### config.mk
export PLATFORM = sky130hd
export DESIGN_NAME = lzwvd_front
export DESIGN_NICKNAME = d
export VERILOG_FILES = /design/src/rtl/core/lzwvd_pkg.sv /design/src/rtl/core/lzwvd_front.sv
export SDC_FILE = /design/constraint.sdc
export NUM_CORES = 1
export LEC_CHECK = 0
export ABC_AREA = 0
export BUFFER_PORTS_ARGS = -buffer_cell sky130_fd_sc_hd__buf_2
export CORE_MARGIN = 4
export CORE_UTILIZATION = 36
export DETAILED_ROUTE_END_ITERATION = 7
export PLACE_DENSITY = 0.54
export REMOVE_ABC_BUFFERS = 1
export SYNTH_ARGS = -nofsm -noshare
export SYNTH_HDL_FRONTEND = slang
export SYNTH_SLANG_ARGS = --single-unit
### constraint.sdc
create_clock -name clock -period 5.4 [get_ports clock]
set_input_delay 0.27 -clock clock [delete_from_list [all_inputs] [get_ports clock]]
set_output_delay 0.27 -clock clock [all_outputs]
set_load 0.1 [all_outputs]
### src/rtl/core/lzwvd_pkg.sv
// ----------------------------------------------------------------------------
// LZW variable width decoder package
// Shared constants, operation and table entry types for the decoder.
// ----------------------------------------------------------------------------
package lzwvd_pkg;

   localparam int TABLE_ENTRIES   = 4096;
   localparam int MAX_CODE_BITS   = 12;
   localparam int START_CODE_BITS = 9;

   localparam int BYTE_BITS   = 8;
   localparam int POS_BITS    = 16;
   localparam int LEN_BITS    = 12;
   localparam int INDEX_WIDTH = $clog2(TABLE_ENTRIES);
   localparam int NFC_BITS    = INDEX_WIDTH + 1;
   localparam int WIDE_BITS   =
      ((MAX_CODE_BITS > INDEX_WIDTH) ? MAX_CODE_BITS : INDEX_WIDTH) + 1;
   localparam int HOLDER_BITS = MAX_CODE_BITS + BYTE_BITS;
   localparam int COUNT_BITS  = $clog2(HOLDER_BITS + 1);
   localparam int WIDTH_BITS  = $clog2(MAX_CODE_BITS + 1);

   localparam logic [MAX_CODE_BITS-1:0] CODE_CLEAR      = MAX_CODE_BITS'(256);
   localparam logic [MAX_CODE_BITS-1:0] CODE_END        = MAX_CODE_BITS'(257);
   localparam logic [NFC_BITS-1:0]      CODE_FIRST_FREE = NFC_BITS'(258);

   localparam int QUEUE_DEPTH    = 4;
   localparam int QUEUE_PTR_BITS = $clog2(QUEUE_DEPTH);

   typedef enum logic [1:0] {
      KIND_LITERAL  = 2'd0,
      KIND_COPY     = 2'd1,
      KIND_END      = 2'd2,
      KIND_OVERFLOW = 2'd3
   } result_kind_type;

   typedef enum logic [2:0] {
      OP_FIRST,
      OP_LITERAL,
      OP_COPY,
      OP_END,
      OP_OVERFLOW
   } op_kind_type;

   typedef struct packed {
      op_kind_type                kind;
      logic [MAX_CODE_BITS-1:0]   code;
      logic [INDEX_WIDTH-1:0]     free_code;
      logic                       append;
      logic                       restart;
   } op_type;

   typedef struct packed {
      logic [POS_BITS-1:0]  offset;
      logic [LEN_BITS-1:0]  length;
      logic [BYTE_BITS-1:0] first_byte;
   } entry_type;

endpackage

### src/rtl/core/lzwvd_front.sv
// ----------------------------------------------------------------------------
// LZW decoder front end
// Unpacks bytes into codes, tracks width, free code and halt, classifies.
// ----------------------------------------------------------------------------
module lzwvd_front import lzwvd_pkg::*; (
   input  logic                 clock,
   input  logic                 reset,
   input  logic                 req_valid,
   input  logic [BYTE_BITS-1:0] req_compressed_byte,
   input  logic                 req_block_start,
   output logic                 req_stall,
   input  logic                 queue_full,
   output logic                 push_valid,
   output op_type               push_op
);

   logic [HOLDER_BITS-1:0] holder_ff, holder_in, holder_cur, shifted, aligned;
   logic [COUNT_BITS-1:0]  bits_ff, bits_in, bits_cur, bits_sum, shift_amt;
   logic [WIDTH_BITS-1:0]  width_ff, width_in, width_cur;
   logic [NFC_BITS-1:0]    nfc_ff, nfc_in, nfc_cur, nfc_next;
   logic                   awaiting_ff, awaiting_in, awaiting_cur;
   logic                   halted_ff, halted_in, halted_cur;
   logic                   pending_ff, pending_in;
   logic                   accept;
   logic [MAX_CODE_BITS:0] code_mask;
   logic [MAX_CODE_BITS-1:0] code;
   logic [WIDE_BITS-1:0]   grow_mark;

   assign req_stall = queue_full;
   assign accept    = req_valid && !req_stall;

   always_comb begin
      holder_cur   = holder_ff;
      bits_cur     = bits_ff;
      width_cur    = width_ff;
      nfc_cur      = nfc_ff;
      awaiting_cur = awaiting_ff;
      halted_cur   = halted_ff;
      if (req_block_start) begin
         holder_cur   = '0;
         bits_cur     = '0;
         width_cur    = WIDTH_BITS'(START_CODE_BITS);
         nfc_cur      = CODE_FIRST_FREE;
         awaiting_cur = 1'b1;
         halted_cur   = 1'b0;
      end

      holder_in   = holder_ff;
      bits_in     = bits_ff;
      width_in    = width_ff;
      nfc_in      = nfc_ff;
      awaiting_in = awaiting_ff;
      halted_in   = halted_ff;
      pending_in  = pending_ff;
      push_valid  = 1'b0;
      push_op     = '0;

      shifted   = {holder_cur[HOLDER_BITS-BYTE_BITS-1:0], req_compressed_byte};
      bits_sum  = bits_cur + COUNT_BITS'(BYTE_BITS);
      shift_amt = bits_sum - COUNT_BITS'(width_cur);
      aligned   = shifted >> shift_amt;
      code_mask = ({{MAX_CODE_BITS{1'b0}}, 1'b1} << width_cur) - 1'b1;
      code      = aligned[MAX_CODE_BITS-1:0] & code_mask[MAX_CODE_BITS-1:0];
      nfc_next  = nfc_cur + NFC_BITS'(1);
      grow_mark = (WIDE_BITS'(1) << width_cur) - WIDE_BITS'(1);

      push_op.code      = code;
      push_op.free_code = nfc_cur[INDEX_WIDTH-1:0];
      push_op.restart   = pending_ff || req_block_start;
      push_op.kind      = OP_END;

      if (accept) begin
         holder_in   = holder_cur;
         bits_in     = bits_cur;
         width_in    = width_cur;
         nfc_in      = nfc_cur;
         awaiting_in = awaiting_cur;
         halted_in   = halted_cur;
         if (req_block_start) begin
            pending_in = 1'b1;
         end
         if (!halted_cur) begin
            holder_in = shifted;
            bits_in   = bits_sum;
            if (bits_sum >= COUNT_BITS'(width_cur)) begin
               bits_in = shift_amt;
               priority if (code == CODE_END) begin
                  push_valid   = 1'b1;
                  push_op.kind = OP_END;
                  halted_in    = 1'b1;
               end else if (WIDE_BITS'(code) >= WIDE_BITS'(TABLE_ENTRIES)) begin
                  push_valid   = 1'b1;
                  push_op.kind = OP_OVERFLOW;
                  halted_in    = 1'b1;
               end else if (awaiting_cur) begin
                  push_valid   = 1'b1;
                  push_op.kind = OP_FIRST;
                  awaiting_in  = 1'b0;
               end else if (code == CODE_CLEAR) begin
                  awaiting_in = 1'b1;
                  nfc_in      = CODE_FIRST_FREE;
                  width_in    = WIDTH_BITS'(START_CODE_BITS);
               end else if (nfc_cur >= NFC_BITS'(TABLE_ENTRIES)) begin
                  push_valid   = 1'b1;
                  push_op.kind = OP_OVERFLOW;
                  halted_in    = 1'b1;
               end else begin
                  push_valid     = 1'b1;
                  push_op.kind   = (code < CODE_CLEAR) ? OP_LITERAL : OP_COPY;
                  push_op.append = WIDE_BITS'(code) >= WIDE_BITS'(nfc_cur);
                  nfc_in         = nfc_next;
                  if (WIDE_BITS'(nfc_next) == grow_mark &&
                      width_cur < WIDTH_BITS'(MAX_CODE_BITS)) begin
                     width_in = width_cur + WIDTH_BITS'(1);
                  end
               end
            end
         end
         if (push_valid) begin
            pending_in = 1'b0;
         end
      end
   end

   always_ff @(posedge clock) begin
      if (reset) begin
         holder_ff   <= '0;
         bits_ff     <= '0;
         width_ff    <= WIDTH_BITS'(START_CODE_BITS);
         nfc_ff      <= CODE_FIRST_FREE;
         awaiting_ff <= 1'b1;
         halted_ff   <= 1'b0;
         pending_ff  <= 1'b0;
      end else begin
         holder_ff   <= holder_in;
         bits_ff     <= bits_in;
         width_ff    <= width_in;
         nfc_ff      <= nfc_in;
         awaiting_ff <= awaiting_in;
         halted_ff   <= halted_in;
         pending_ff  <= pending_in;
      end
   end

endmodule

==> flow_metrics.tcl <==
set metrics [dict create \
    run_status "finished, final reports clean" \
    path_cells "or2_2, ha_1, fa_2, mux2_2, a21oi_1, or2_2, o221ai_2, and2_1, ha_1, nor2b_1, o21a_1, o21a_1, o21a_1, o21a_1, o21a_1, o21ai_0, a21oi_1, nor4_1, nor3_1, buf_4" \
    cp_max_fo 7 \
    seqPwrFrac_pct 35.2 \
    clk_path_buf_depth 2 \
    clkTransAtPathRegs_ns 0.06 \
    gp_congestion 0.941 \
    avgRoutedWirePerCell_um 20.6 \
    async_flop_share_pct 0 \
    worstMarginPinSlew_ns 0.843 \
    slew_viol_final 0 \
    grt_usage_pct 23.2 \
    grt_max_degree 37 \
    design_area_mm2 0.00564 \
    num_rows 41 \
    grt_pass1_vias 4797 \
    yosysTopAreaCell "dfxtp_1" \
    p_int_mw 0.543 \
    hold_path_class "in -> reg" \
    dpl_cell_area_mm2 0.00545 \
    cp_slowest_stage_delay_ns 0.65 \
    clkPwrFrac_pct 36.7 \
    first_iter_violations 582 \
    setup_ws_ns 0.267 \
    rsz0062_at_grt "false" \
    antenna_found_initial 0 \
    ys_types 90 \
    pin_count 44 \
    wl_um 17400 \
    ys_seq_elements 37 \
    cts_hold_buf 0 \
    synthCells 629 \
    clkSinkCount 37 \
    max_cap_violations 0 \
    vias 5126 \
    die_area_mm2 0.0152 \
    vdd_drop_max_mv 0.111 \
    finalCritPeriodShare_pct 95.1 \
    diodes 0 \
    crit_slowest_cell "fa_2" \
    swShare_pct 34.1 \
    skew_ns 0.00277 \
    postSynthAreaPerCell_um2 7.63 \
    remaining_drc_errors 0 \
    root_buffer "clkbuf_16" \
    firstDrtPassIters 5 \
    clkLatencyLatePin_ns 0.30 \
    finalSetupViolCount 0 \
    n_fill_cell 1323 \
    yosysMostFrequentCell "nand2_1" \
    cts-buffers-inserted 5 \
    synth.top_cell.area_share_pct 15.4 \
    cts_tree "yes" \
    gr-total-overflow 0 \
    place_hpwl_um 13400 \
    cellPowerDensity_mw_per_mm2 146 \
    core_mm2 0.0128 \
    hold_viol_final 0 \
    synth_ff_type "dfxtp_1" \
    required_ns 5.13 \
    slew-limit-headroom_pct 43.5 \
    areaGrowthSynthToFinish_pct 17.4 \
    drive_above_1_share_pct 20.9 \
    yosys-top-cells-area "dfxtp_1 15%, ha_1 5.2%, mux2i_1 5.2%" \
    netlist_area_mm2 0.00480 \
    cpMostUsedCell "o21a_1" \
    r2r_setup_slack_ns 0.86 \
    yosysWarnings 0 \
    ys_seq_area_share_pct 15.4 \
    p_sw_mw 0.281 \
    startpoint_type "register" \
    drt-vias-per-instance 6.09 \
    start_util_pct 37.4 \
    ant_nets 0 \
    place_ws_ns 0.232 \
    tns_ns 0 \
    yosys-top-cells-count "65 x nand2_1, 47 x nor2_1, 40 x a21oi_1" \
    portBuffers 43 \
    die_h_um 123 \
    crit_type "reg -> out" \
    h-tree-depth 2 \
    power.leakage_nw 2.04 \
    cts_setup_buffers 0 \
    period_minus_slack_ns 5.13 \
    timing.fmax_mhz 195 \
    die-width_um 123 \
    p_comb_share_pct 28.2 \
    endpoint_kind "primary output" \
    arrival_ns 4.86 \
    nNetsFinal 704 \
    synth-edff-count 0 \
    grt_pass1_wl_um 27100 \
]
path summary, 6_finish.rpt:
path,from,endpoint,depth (start not counted)
worst max-delay path,width_ff[0]$_SDFFE_PP1P_,push_op[1],20
worst min-delay path,req_compressed_byte[4],holder_ff[4]$_SDFFE_PP0P_,3
worst max register to register,width_ff[0]$_SDFFE_PP1P_,width_ff[1]$_SDFFE_PP0P_,13
worst min register to register,holder_ff[0]$_SDFFE_PP0P_,holder_ff[0]$_SDFFE_PP0P_,2
power groups by stage:
stage	logic [mW]	clock network [mW]	registers, mW
finish	0.232	0.302	0.290
global route	0.247	0.318	0.291
CTS	0.227	0.311	0.290
detailed placement	0.226	0	0.296
global placement	0.227	0	0.296
floorplan	0.141	0	0.292
layout make-up:
cell class | instances | area, µm² | area share, %
multi-input combinational | 517 | 3780 | 67.0
timing repair buffer | 78 | 646 | 11.5
inverter | 31 | 116 | 2.06
sequential | 37 | 741 | 13.1
clock buffer | 7 | 143 | 2.53
tap | 172 | 215 | 3.82
registers in the layout (all words and copies together) (netlist names):
register and cells:
bits_ff 5, awaiting_ff 1, holder_ff 12, width_ff 4, pending_ff 1, nfc_ff 13, halted_ff 1
repair_timing:
| item | CTS | global route |
|---|---|---|
| endpoints found under the hold margin | 0 | 0 |
| gates resized for setup | 1 | 8 |
| endpoints found under the setup margin | 1 | 1 |
| pin swaps | 0 | 1 |
layer usage:
| metal | vias to the layer above | global-route usage [%] | routed length [µm] |
|---|---|---|---|
| li1 | 2406 | - | - |
| met1 | 2472 | 34.2 | 8390 |
| met2 | 227 | 34.6 | 7550 |
| met3 | 21 | 3.98 | 1150 |
| met4 | 0 | 6.78 | 274 |
| met5 | - | 0 | 0 |
per-stage QoR:
stage / hold WS (ns) / utilization, % / total power [mW] / instances
2_1_floorplan: 0.339 / - / 0.433 / 585
3_3_place_gp: 0.444 / 42.5 / 0.523 / 835
4_1_cts: 0.239 / 43.7 / 0.828 / 842
6_report: 0.247 / 44.0 / 0.825 / 842
3_5_place_dp: 0.446 / 42.5 / 0.522 / 835
5_1_grt: 0.264 / 44.0 / 0.857 / 842
kinds of logic (layout without fill, tap and decap cells):
logic type,count (synthesis),after routing,synth area share [%]
adder cells (fa/ha/maj),21,21,5.63
flip-flops,37,37,15.4
multiplexers,39,39,10.6
AND/OR/NAND/NOR,268,268,30.7
AO/OA/AOI/OAI,160,160,24.0
XOR/XNOR,29,29,6.72
buffers and inverters,75,116,6.88
layout by cell type, fill, tap and decap left out, drive strengths merged, types with 17 or more instances in the layout:
cell,instances
nor2,49
ha,20
mux2i,25
a21oi,42
buf,78
nor3,17
nand2,65
nor2b,25
nand3,22
nand2b,17
o21ai,29
dfxtp,37
xnor2,17
inv,31
critical path: cells and delay by family, from the launching register on:
kind | cells | cell delay (ns)
mux | 1 | 0.37
flops | 1 | 0.31
simple gates | 6 | 1.06
buf+inv | 1 | 0.24
compound gates | 9 | 1.36
fa+ha+maj | 3 | 1.20
No activity file was read; power rests on OpenSTA's default activity.
