## src/rtl/core/lzwvd_pkg.sv

```systemverilog
// ----------------------------------------------------------------------------
// LZW variable width decoder package
// Shared constants, operation and table entry types for the decoder.
// ----------------------------------------------------------------------------
package lzwvd_pkg;

   localparam int TABLE_ENTRIES   = 4096;
   localparam int MAX_CODE_BITS   = 12;
   localparam int START_CODE_BITS = 9;

   localparam int BYTE_BITS   = 8;
   localparam int POS_BITS    = 16;
   localparam int LEN_BITS    = 12;
   localparam int INDEX_WIDTH = $clog2(TABLE_ENTRIES);
   localparam int NFC_BITS    = INDEX_WIDTH + 1;
   localparam int WIDE_BITS   =
      ((MAX_CODE_BITS > INDEX_WIDTH) ? MAX_CODE_BITS : INDEX_WIDTH) + 1;
   localparam int HOLDER_BITS = MAX_CODE_BITS + BYTE_BITS;
   localparam int COUNT_BITS  = $clog2(HOLDER_BITS + 1);
   localparam int WIDTH_BITS  = $clog2(MAX_CODE_BITS + 1);

   localparam logic [MAX_CODE_BITS-1:0] CODE_CLEAR      = MAX_CODE_BITS'(256);
   localparam logic [MAX_CODE_BITS-1:0] CODE_END        = MAX_CODE_BITS'(257);
   localparam logic [NFC_BITS-1:0]      CODE_FIRST_FREE = NFC_BITS'(258);

   localparam int QUEUE_DEPTH    = 4;
   localparam int QUEUE_PTR_BITS = $clog2(QUEUE_DEPTH);

   typedef enum logic [1:0] {
      KIND_LITERAL  = 2'd0,
      KIND_COPY     = 2'd1,
      KIND_END      = 2'd2,
      KIND_OVERFLOW = 2'd3
   } result_kind_type;

   typedef enum logic [2:0] {
      OP_FIRST,
      OP_LITERAL,
      OP_COPY,
      OP_END,
      OP_OVERFLOW
   } op_kind_type;

   typedef struct packed {
      op_kind_type                kind;
      logic [MAX_CODE_BITS-1:0]   code;
      logic [INDEX_WIDTH-1:0]     free_code;
      logic                       append;
      logic                       restart;
   } op_type;

   typedef struct packed {
      logic [POS_BITS-1:0]  offset;
      logic [LEN_BITS-1:0]  length;
      logic [BYTE_BITS-1:0] first_byte;
   } entry_type;

endpackage

```

## src/rtl/core/lzwvd_queue.sv

```systemverilog
// ----------------------------------------------------------------------------
// LZW decoder operation queue
// Short FIFO of classified operations between front end and back end.
// ----------------------------------------------------------------------------
module lzwvd_queue import lzwvd_pkg::*; (
   input  logic   clock,
   input  logic   reset,
   input  logic   push_valid,
   input  op_type push_op,
   output logic   queue_full,
   output logic   head_valid,
   output op_type head_op,
   input  logic   pop
);

   op_type                    slot_ff [QUEUE_DEPTH];
   logic [QUEUE_PTR_BITS-1:0] wr_ptr_ff, wr_ptr_in, rd_ptr_ff, rd_ptr_in;
   logic [QUEUE_PTR_BITS:0]   count_ff, count_in;

   assign queue_full = (count_ff == (QUEUE_PTR_BITS + 1)'(QUEUE_DEPTH));
   assign head_valid = (count_ff != '0);
   assign head_op    = slot_ff[rd_ptr_ff];

   always_comb begin
      wr_ptr_in = wr_ptr_ff;
      rd_ptr_in = rd_ptr_ff;
      count_in  = count_ff;
      if (push_valid) begin
         wr_ptr_in = (wr_ptr_ff == QUEUE_PTR_BITS'(QUEUE_DEPTH - 1)) ?
                     '0 : wr_ptr_ff + QUEUE_PTR_BITS'(1);
      end
      if (pop) begin
         rd_ptr_in = (rd_ptr_ff == QUEUE_PTR_BITS'(QUEUE_DEPTH - 1)) ?
                     '0 : rd_ptr_ff + QUEUE_PTR_BITS'(1);
      end
      if (push_valid && !pop) begin
         count_in = count_ff + (QUEUE_PTR_BITS + 1)'(1);
      end else if (pop && !push_valid) begin
         count_in = count_ff - (QUEUE_PTR_BITS + 1)'(1);
      end
   end

   always_ff @(posedge clock) begin
      if (reset) begin
         wr_ptr_ff <= '0;
         rd_ptr_ff <= '0;
         count_ff  <= '0;
      end else begin
         wr_ptr_ff <= wr_ptr_in;
         rd_ptr_ff <= rd_ptr_in;
         count_ff  <= count_in;
      end
   end

   always_ff @(posedge clock) begin
      if (push_valid) begin
         slot_ff[wr_ptr_ff] <= push_op;
      end
   end

endmodule

```

## config.mk

```make
export PLATFORM = sky130hd
export DESIGN_NAME = lzwvd_queue
export DESIGN_NICKNAME = d
export VERILOG_FILES = /design/src/rtl/core/lzwvd_pkg.sv /design/src/rtl/core/lzwvd_queue.sv
export SDC_FILE = /design/constraint.sdc
export NUM_CORES = 1
export LEC_CHECK = 0
export ABC_AREA = 0
export BUFFER_PORTS_ARGS = -buffer_cell sky130_fd_sc_hd__buf_2
export CORE_MARGIN = 3
export CORE_UTILIZATION = 29
export DETAILED_ROUTE_END_ITERATION = 10
export HOLD_SLACK_MARGIN = 0.12
export PLACE_DENSITY_LB_ADDON = 0.15
export SKIP_CTS_REPAIR_TIMING = 1
export SYNTH_ARGS = -nofsm -noshare
export SYNTH_HDL_FRONTEND = slang
export SYNTH_SLANG_ARGS = --single-unit
```

## constraint.sdc

```tcl
create_clock -name clock -period 2.1 [get_ports clock]
set_input_delay 0.21 -clock clock [delete_from_list [all_inputs] [get_ports clock]]
set_output_delay 0.21 -clock clock [all_outputs]
set_load 0.1 [all_outputs]
```

==> results of run 1 <==
==> worst max-delay path, stage by stage, from the launching register on <==
cell      delay [ns]
dfxtp_4         0.43
buf_12          0.17
mux4_2          0.51
clkbuf_4        0.30
==> flip-flops by register name, indices dropped and copies added, names as in the netlist, named ones only <==
| signal | count |
|---|---|
| count_ff | 3 |
| rd_ptr_ff | 2 |
| slot_ff | 116 |
| wr_ptr_ff | 2 |
==> cells by family (layout without fill, tap and decap cells) <==
family	count (synthesis)	after routing	synth area share
AOI/OAI and AO/OA	3	3	0.00324
xor gates and xnor gates	2	2	0.00378
and+or+nand+nor	15	15	0.0170
DFF	125	125	0.790
muxes	33	33	0.150
adders and majority gates	7	7	0.0205
buffers and inverters	10	141	0.0146
==> final timing paths <==
path,from,to,cells after the start
setup / recovery,register,head_op[25],3
setup reg to reg,count_ff[0],count_ff[2],4
hold / removal,pop,rd_ptr_ff[1],3
hold reg to reg,count_ff[2],count_ff[2],2
==> power by group through the flow <==
stage	logic [mW]	registers (mW)	clock network, mW
6_report	1.27	2.89	2.78
5_1_grt	1.32	2.91	2.97
4_1_cts	1.21	2.90	2.85
3_5_place_dp	1.20	2.95	0
3_3_place_gp	1.20	2.94	0
2_1_floorplan	0.888	2.93	0
==> cells in the final DEF (no fill, tap or decap), drive strengths merged <==
| master | count |
|---|---|
| dlygate4sd3 | 30 |
| xor2 | 2 |
| ha | 6 |
| o21ai | 1 |
| clkinv | 8 |
| or3 | 2 |
| fa | 1 |
| dfxtp | 9 |
| buf | 70 |
| edfxtp | 116 |
| mux2i | 4 |
| clkbuf | 24 |
| a21oi | 2 |
| bufinv | 2 |
| nor2 | 7 |
| nor3b | 2 |
| clkinvlp | 3 |
| and2 | 4 |
| mux4 | 29 |
| inv | 4 |
==> through the flow <==
stage | hold WS (ns) | util | setup slack [ns] | area [um^2]
after global routing | 0.169 | 0.416 | -0.000737 | 6420
after floorplan | 0.279 | - | 0.326 | 4640
after CTS | -0.00411 | 0.391 | -0.139 | 6030
after global placement | 0.423 | 0.354 | 0.322 | 5460
final | 0.149 | 0.416 | 0.0715 | 6420
after detailed placement | 0.430 | 0.354 | 0.311 | 5460
==> metal layers <==
layer	vias up	wire length, um
met4	0	128
met1	1140	3960
li1	1051	-
met5	-	0
met3	12	333
met2	57	4430
==> area by class of cell <==
cell class | instances | area [um^2] | share of cell area
Clock inverter | 13 | 123 | 0.0191
Sequential cell | 125 | 3670 | 0.571
Timing Repair Buffer | 105 | 986 | 0.154
Clock buffer | 19 | 453 | 0.0705
Tap cell | 211 | 264 | 0.0411
Multi-Input combinational cell | 60 | 913 | 0.142
Inverter | 4 | 15.0 | 0.00234
==> parameters.txt, run 1 <==
Parameter                              Value

Pwr
  Pwr Density ... 1080 nW/um^2
  Internal power component ... just over 5 mW
  Power share of the clock group ... 0.400
  Post-route total power ... 6.94 mW
  Maximum ir drop on the vdd rail ... roughly 540 uV
  Net Sw Frac ... 0.274
  Reg power frac ... 0.417
  Net Sw Power ... 1.90 mW
  Lkg Pwr ... between 2 and 2.5 nW
  Combinational share of power ... 0.183

Critical path
  Endpoint kind of the worst setup timing path ... output port
  Start-to-end type of the worst setup path ... register to output port
  Worst path required time ... 1.89 ns
  R2r setup slk ... approximately 0.64 ns
  Worst Path Arrival ... 1.82 ns
  Maximum net fanout on the critical path ... 9
  Setup crit start kind ... register

STA
  Final Cycle Share ... 0.966
  Final Hold Viols ... 0
  Slew at the pin with the worst max-slew slack ... about 0.49 ns
  Time the worst path needs with I/O delays and setup ... ~2 ns
  Endpoints failing setup ... 0
  Pins over their slew limit ... 0
  Worst slew margin ... 0.674
  Final clock skew ... about 0.0090 ns
  Setup TNS ... 0 ns
  Maximum frequency from static timing analysis ... 493 MHz

Logic synthesis
  Avg Inst Size Synth ... roughly 24 um^2
  Number of nets produced by synthesis ... between 200 and 250
  Cell type with the highest aggregate area in the netlist ... edfxtp_1
  Portion of the post-synthesis area used by sequential elements ... 0.790
  Most numerous cell types in the synthesized netlist ... edfxtp_1, mux4_2, dfxtp_1
  Count of synthesis-stage warnings from yosys ... 0
  Total of flip-flops plus latches after synthesis ... approximately 130
  Synth unique cells ... 20
  Async set or reset register ratio after synthesis ... 0
  Synth top area cells ... edfxtp_1, mux4_2, dfxtp_1
  Synthesized instance count ... roughly 200
  Number of flops mapped to enable cells by yosys ... around 120
  Cell area after technology mapping ... 4630 um^2
  Library cell with the highest instance count after synthesis ... edfxtp_1
  Synth top area share ... 0.752
  Dominant register cell in the synthesized netlist ... edfxtp_1

Detailed routing
  Number of vias in the routed layout ... between 2,000 and 2,500
  Post-route DRC violation count ... 0
  Routed WL ... about 8.8 mm
  DRT Pass-1 Iters ... 4
  Antenna Violating Nets Remaining ... 0
  Routed WL per cell ... 16.5 um
  Via-to-Cell Ratio ... approximately 4.2
  Number of violations reported at the end of detailed-routing iteration 0 ... 73

Placed design
  Routability cong. ... ~0.69
  HPWL Detailed ... approximately 5.4 mm
  Count of buffers inserted at the top-level ports ... 63
  Inst Count DP ... between 400 and 500

Worst hold path
  Classification of the worst-slack hold path ... primary input to register

Die
  Overall die area ... 17,500 um^2
  Number of cell rows ... 45
  Die Width ... 132 um
  Top-level I/O count ... 64
  Standard cell core area ... ~15,000 um^2
  Die height ... 132 um
  Initial standard-cell utilization of the core ... 0.300

Global route
  Leftover overflow at the end of global routing ... 0
  Number of global-route vias before repair ... between 2,000 and 2,500
  Global routing usage on met2 ... 0.171
  Global Route met1 Usage ... 0.127
  Most used routing layer in global routing ... met2
  Overall routing resource usage ... 0.106
  Pin count of the biggest net entering global routing ... 25
  Met3 Use GR ... 0.0418
  Global-route wire length before repair ... 13.6 mm
  Number of antenna violations at the first check in global routing ... 0

Clock network
  Level count of the clock H-tree ... 4
  Clk root buf ... clkbuf_16
  Clock tree from TritonCTS ... done
  Clock slew at reported path FFs ... about 0.05 ns
  Clk_lat worst skew ... around 0.4 ns
  Sink Count ... around 130
  Clock Path Buffers ... 2
  Cts bufs inserted ... 17

Final layout
  Area added between synthesis and finish ... 38.6%
  Layout Cells excl Fill ... 537
  Number of filler instances in the final layout ... around 1,400
  Layout cell share with drive strength beyond 1 ... 0.436
  Net total in the final layout ... ~350
  Antenna fix cells ... 0

Job
  Total of max-cap violations ... 0

Outcome
  Outcome ... complete, no violations
Note: power is estimated with default switching activity, not from simulation.
==> run 2, diff against run 1 <==
--- a/config.mk
+++ b/config.mk
@@ -6,10 +6,14 @@
 export NUM_CORES = 1
 export LEC_CHECK = 0
 export ABC_AREA = 0
+export ABC_CLOCK_PERIOD_IN_PS = 2100
 export BUFFER_PORTS_ARGS = -buffer_cell sky130_fd_sc_hd__buf_2
+export CELL_PAD_IN_SITES_DETAIL_PLACEMENT = 2
+export CELL_PAD_IN_SITES_GLOBAL_PLACEMENT = 2
 export CORE_MARGIN = 3
 export CORE_UTILIZATION = 29
 export DETAILED_ROUTE_END_ITERATION = 10
+export GPL_ROUTABILITY_DRIVEN = 0
 export HOLD_SLACK_MARGIN = 0.12
 export PLACE_DENSITY_LB_ADDON = 0.15
 export SKIP_CTS_REPAIR_TIMING = 1
==> run 2 against run 1 <==
Worst setup slack improved by 0.058 ns. Non-clock buffer count decreased by 5. Critical path depth unchanged. Clock-buffer cell count increased by 10. Combinational power increased by 12%. Largest power group unchanged.
==> parameters.txt, run 2 (synthesis gave the netlist of run 1 again) <==
Parameter                              Value

Outcome
  Outcome ... complete, no violations

Pwr
  Lkg Pwr ... 2.28 nW
  Post-route total power ... 6.83 mW
  Maximum ir drop on the vdd rail ... slightly below 600 uV
  Pwr Density ... 1040 nW/um^2

Final layout
  Register Area ... ~3700 um^2
  Antenna fix cells ... 0
  Number of filler instances in the final layout ... 1,476
  Most common cell after layout, fill and taps aside ... edfxtp_1
  Net total in the final layout ... ~350
  Area of the multi-input gates ... 905 um^2
  Most used cells in the layout excluding fill and tap cells ... edfxtp_1, buf_12, buf_2
  Register bank with the most flops ... slot_ff
  Biggest regs ... slot_ff (116), count_ff (3)
  Layout cell share with drive strength beyond 1 ... 0.383
  Flip-flop count of the largest register, all copies and words added ... 116
  Area added between synthesis and finish ... 41.0%

Critical path
  Start of the worst register-to-register path ... count_ff[0]
  End of the worst register-to-register path ... count_ff[2]
  Setup crit start kind ... register
  Worst Path Arrival ... 1.76 ns
  Worst setup path endpoint ... head_op[15]
  Start-to-end type of the worst setup path ... register to output port
  Worst path required time ... roughly 1.9 ns
  Endpoint kind of the worst setup timing path ... output port
  Maximum net fanout on the critical path ... 12
  R2r setup slk ... 0.62 ns
  Path depth of the worst reg2reg path ... 4

Placed design
  Post-Place Setup Slack ... 0.394 ns
  Count of buffers inserted at the top-level ports ... 63
  HPWL Detailed ... about 5.7 mm

Clock network
  Sink Count ... between 100 and 150
  Clk_lat worst skew ... roughly 0.4 ns
  Clk root buf ... clkbuf_16
  Clock tree from TritonCTS ... done
  Level count of the clock H-tree ... 4
  Cts bufs inserted ... 17
  Clock slew at reported path FFs ... approximately 0.050 ns
  Clock Path Buffers ... 2

STA
  Setup TNS ... 0 ns
  Final critical-path setup slack ... 0.130 ns
  Final Cycle Share ... 0.938
  Pins over their slew limit ... 0
  RSZ-0062 raised after global routing ... false
  Time the worst path needs with I/O delays and setup ... approximately 2 ns
  Maximum frequency from static timing analysis ... between 500 and 600 MHz
  Final clock skew ... about 0.011 ns
  Final Hold Slack ... around 0.14 ns
  Worst slew margin ... 0.675
  Final Hold Viols ... 0
  Endpoints failing setup ... 0
  Slew at the pin with the worst max-slew slack ... 0.491 ns

Die
  Die height ... ~130 um
  Standard cell core area ... ~15,000 um^2
  Top-level I/O count ... between 60 and 70
  Die Width ... around 130 um
  Overall die area ... 17,500 um^2
  Number of cell rows ... 45
  Initial standard-cell utilization of the core ... 0.300

Global route
  Global-route wire length before repair ... approximately 15 mm
  Pin count of the biggest net entering global routing ... 30
  Overall routing resource usage ... 0.116
  Number of antenna violations at the first check in global routing ... 0
  Leftover overflow at the end of global routing ... 0
  Number of global-route vias before repair ... around 2,500

Detailed routing
  Post-route DRC violation count ... 0
  Number of violations reported at the end of detailed-routing iteration 0 ... approximately 110
  DRT Pass-1 Iters ... 4
  Via-to-Cell Ratio ... between 4 and 5
  Antenna Violating Nets Remaining ... 0
  Number of vias in the routed layout ... approximately 2,300
  Routed WL per cell ... around 18 um
  Routed WL ... 9.59 mm

Worst hold path
  Classification of the worst-slack hold path ... primary input to register

Job
  Total of max-cap violations ... 0
## run 2: cell count changes in the layout (fill, tap and decap cells not counted), moves of 2 or more
cell        change
and2_1          +4
and2_2          -4
buf_12         +19
buf_2           -4
buf_4          -16
bufinv_16       -2
clkbuf_1       +10
clkbuf_4        -4
clkinv_2        -5
clkinvlp_4      -3
## run 2: area by class of cell
class	count	area share
flip-flops and latches	125	0.561
repair buffers	100	0.181
multi-input cells	60	0.138
clock buffers	29	0.0750
well taps	211	0.0404
clock inverters	3	0.00230
inverters	4	0.00230
## run 2: worst min path at each step
stage / startpoint / endpoint / slack (ns) / cells after the start
6_report: pop / rd_ptr_ff[1] / 0.14 / 3
5_1_grt: pop / register / 0.15 / 3
4_1_cts: push_op[26] / slot_ff[0][26] / -0.008 / 1
3_5_place_dp: push_op[19] / slot_ff[2][19] / 0.43 / 1
3_3_place_gp: push_op[1] / slot_ff[3][1] / 0.42 / 1
2_1_floorplan: reset / count_ff[2] / 0.28 / 1
## run 2: routing by layer
metal / track usage / routed length (um)
met3: 0.0513 / 417
met1: 0.132 / 3940
met5: 0 / 0
met2: 0.195 / 5150
met4: 0.0416 / 80
## run 2: report_power, final
group | total [mW] | internal [mW] | leakage, nW | switching (mW)
combinational | 1.42 | 0.516 | 0.890 | 0.900
sequential | 2.90 | 2.85 | 1.14 | 0.0435
clock | 2.51 | 1.56 | 0.247 | 0.951
total | 6.83 | 4.93 | 2.28 | 1.89
## run 2: critical path: stages (launching register included)
cell     delay [ns]
dfxtp_2        0.35
buf_6          0.22
mux4_2         0.58
buf_12         0.19
## run 2: per-stage QoR
step	utilization	cell area [um^2]	instances
finish	0.424	6540	532
CTS	0.404	6240	502
global placement	0.371	5730	470
floorplan	-	4640	195
detailed placement	0.371	5730	470
global route	0.424	6540	532
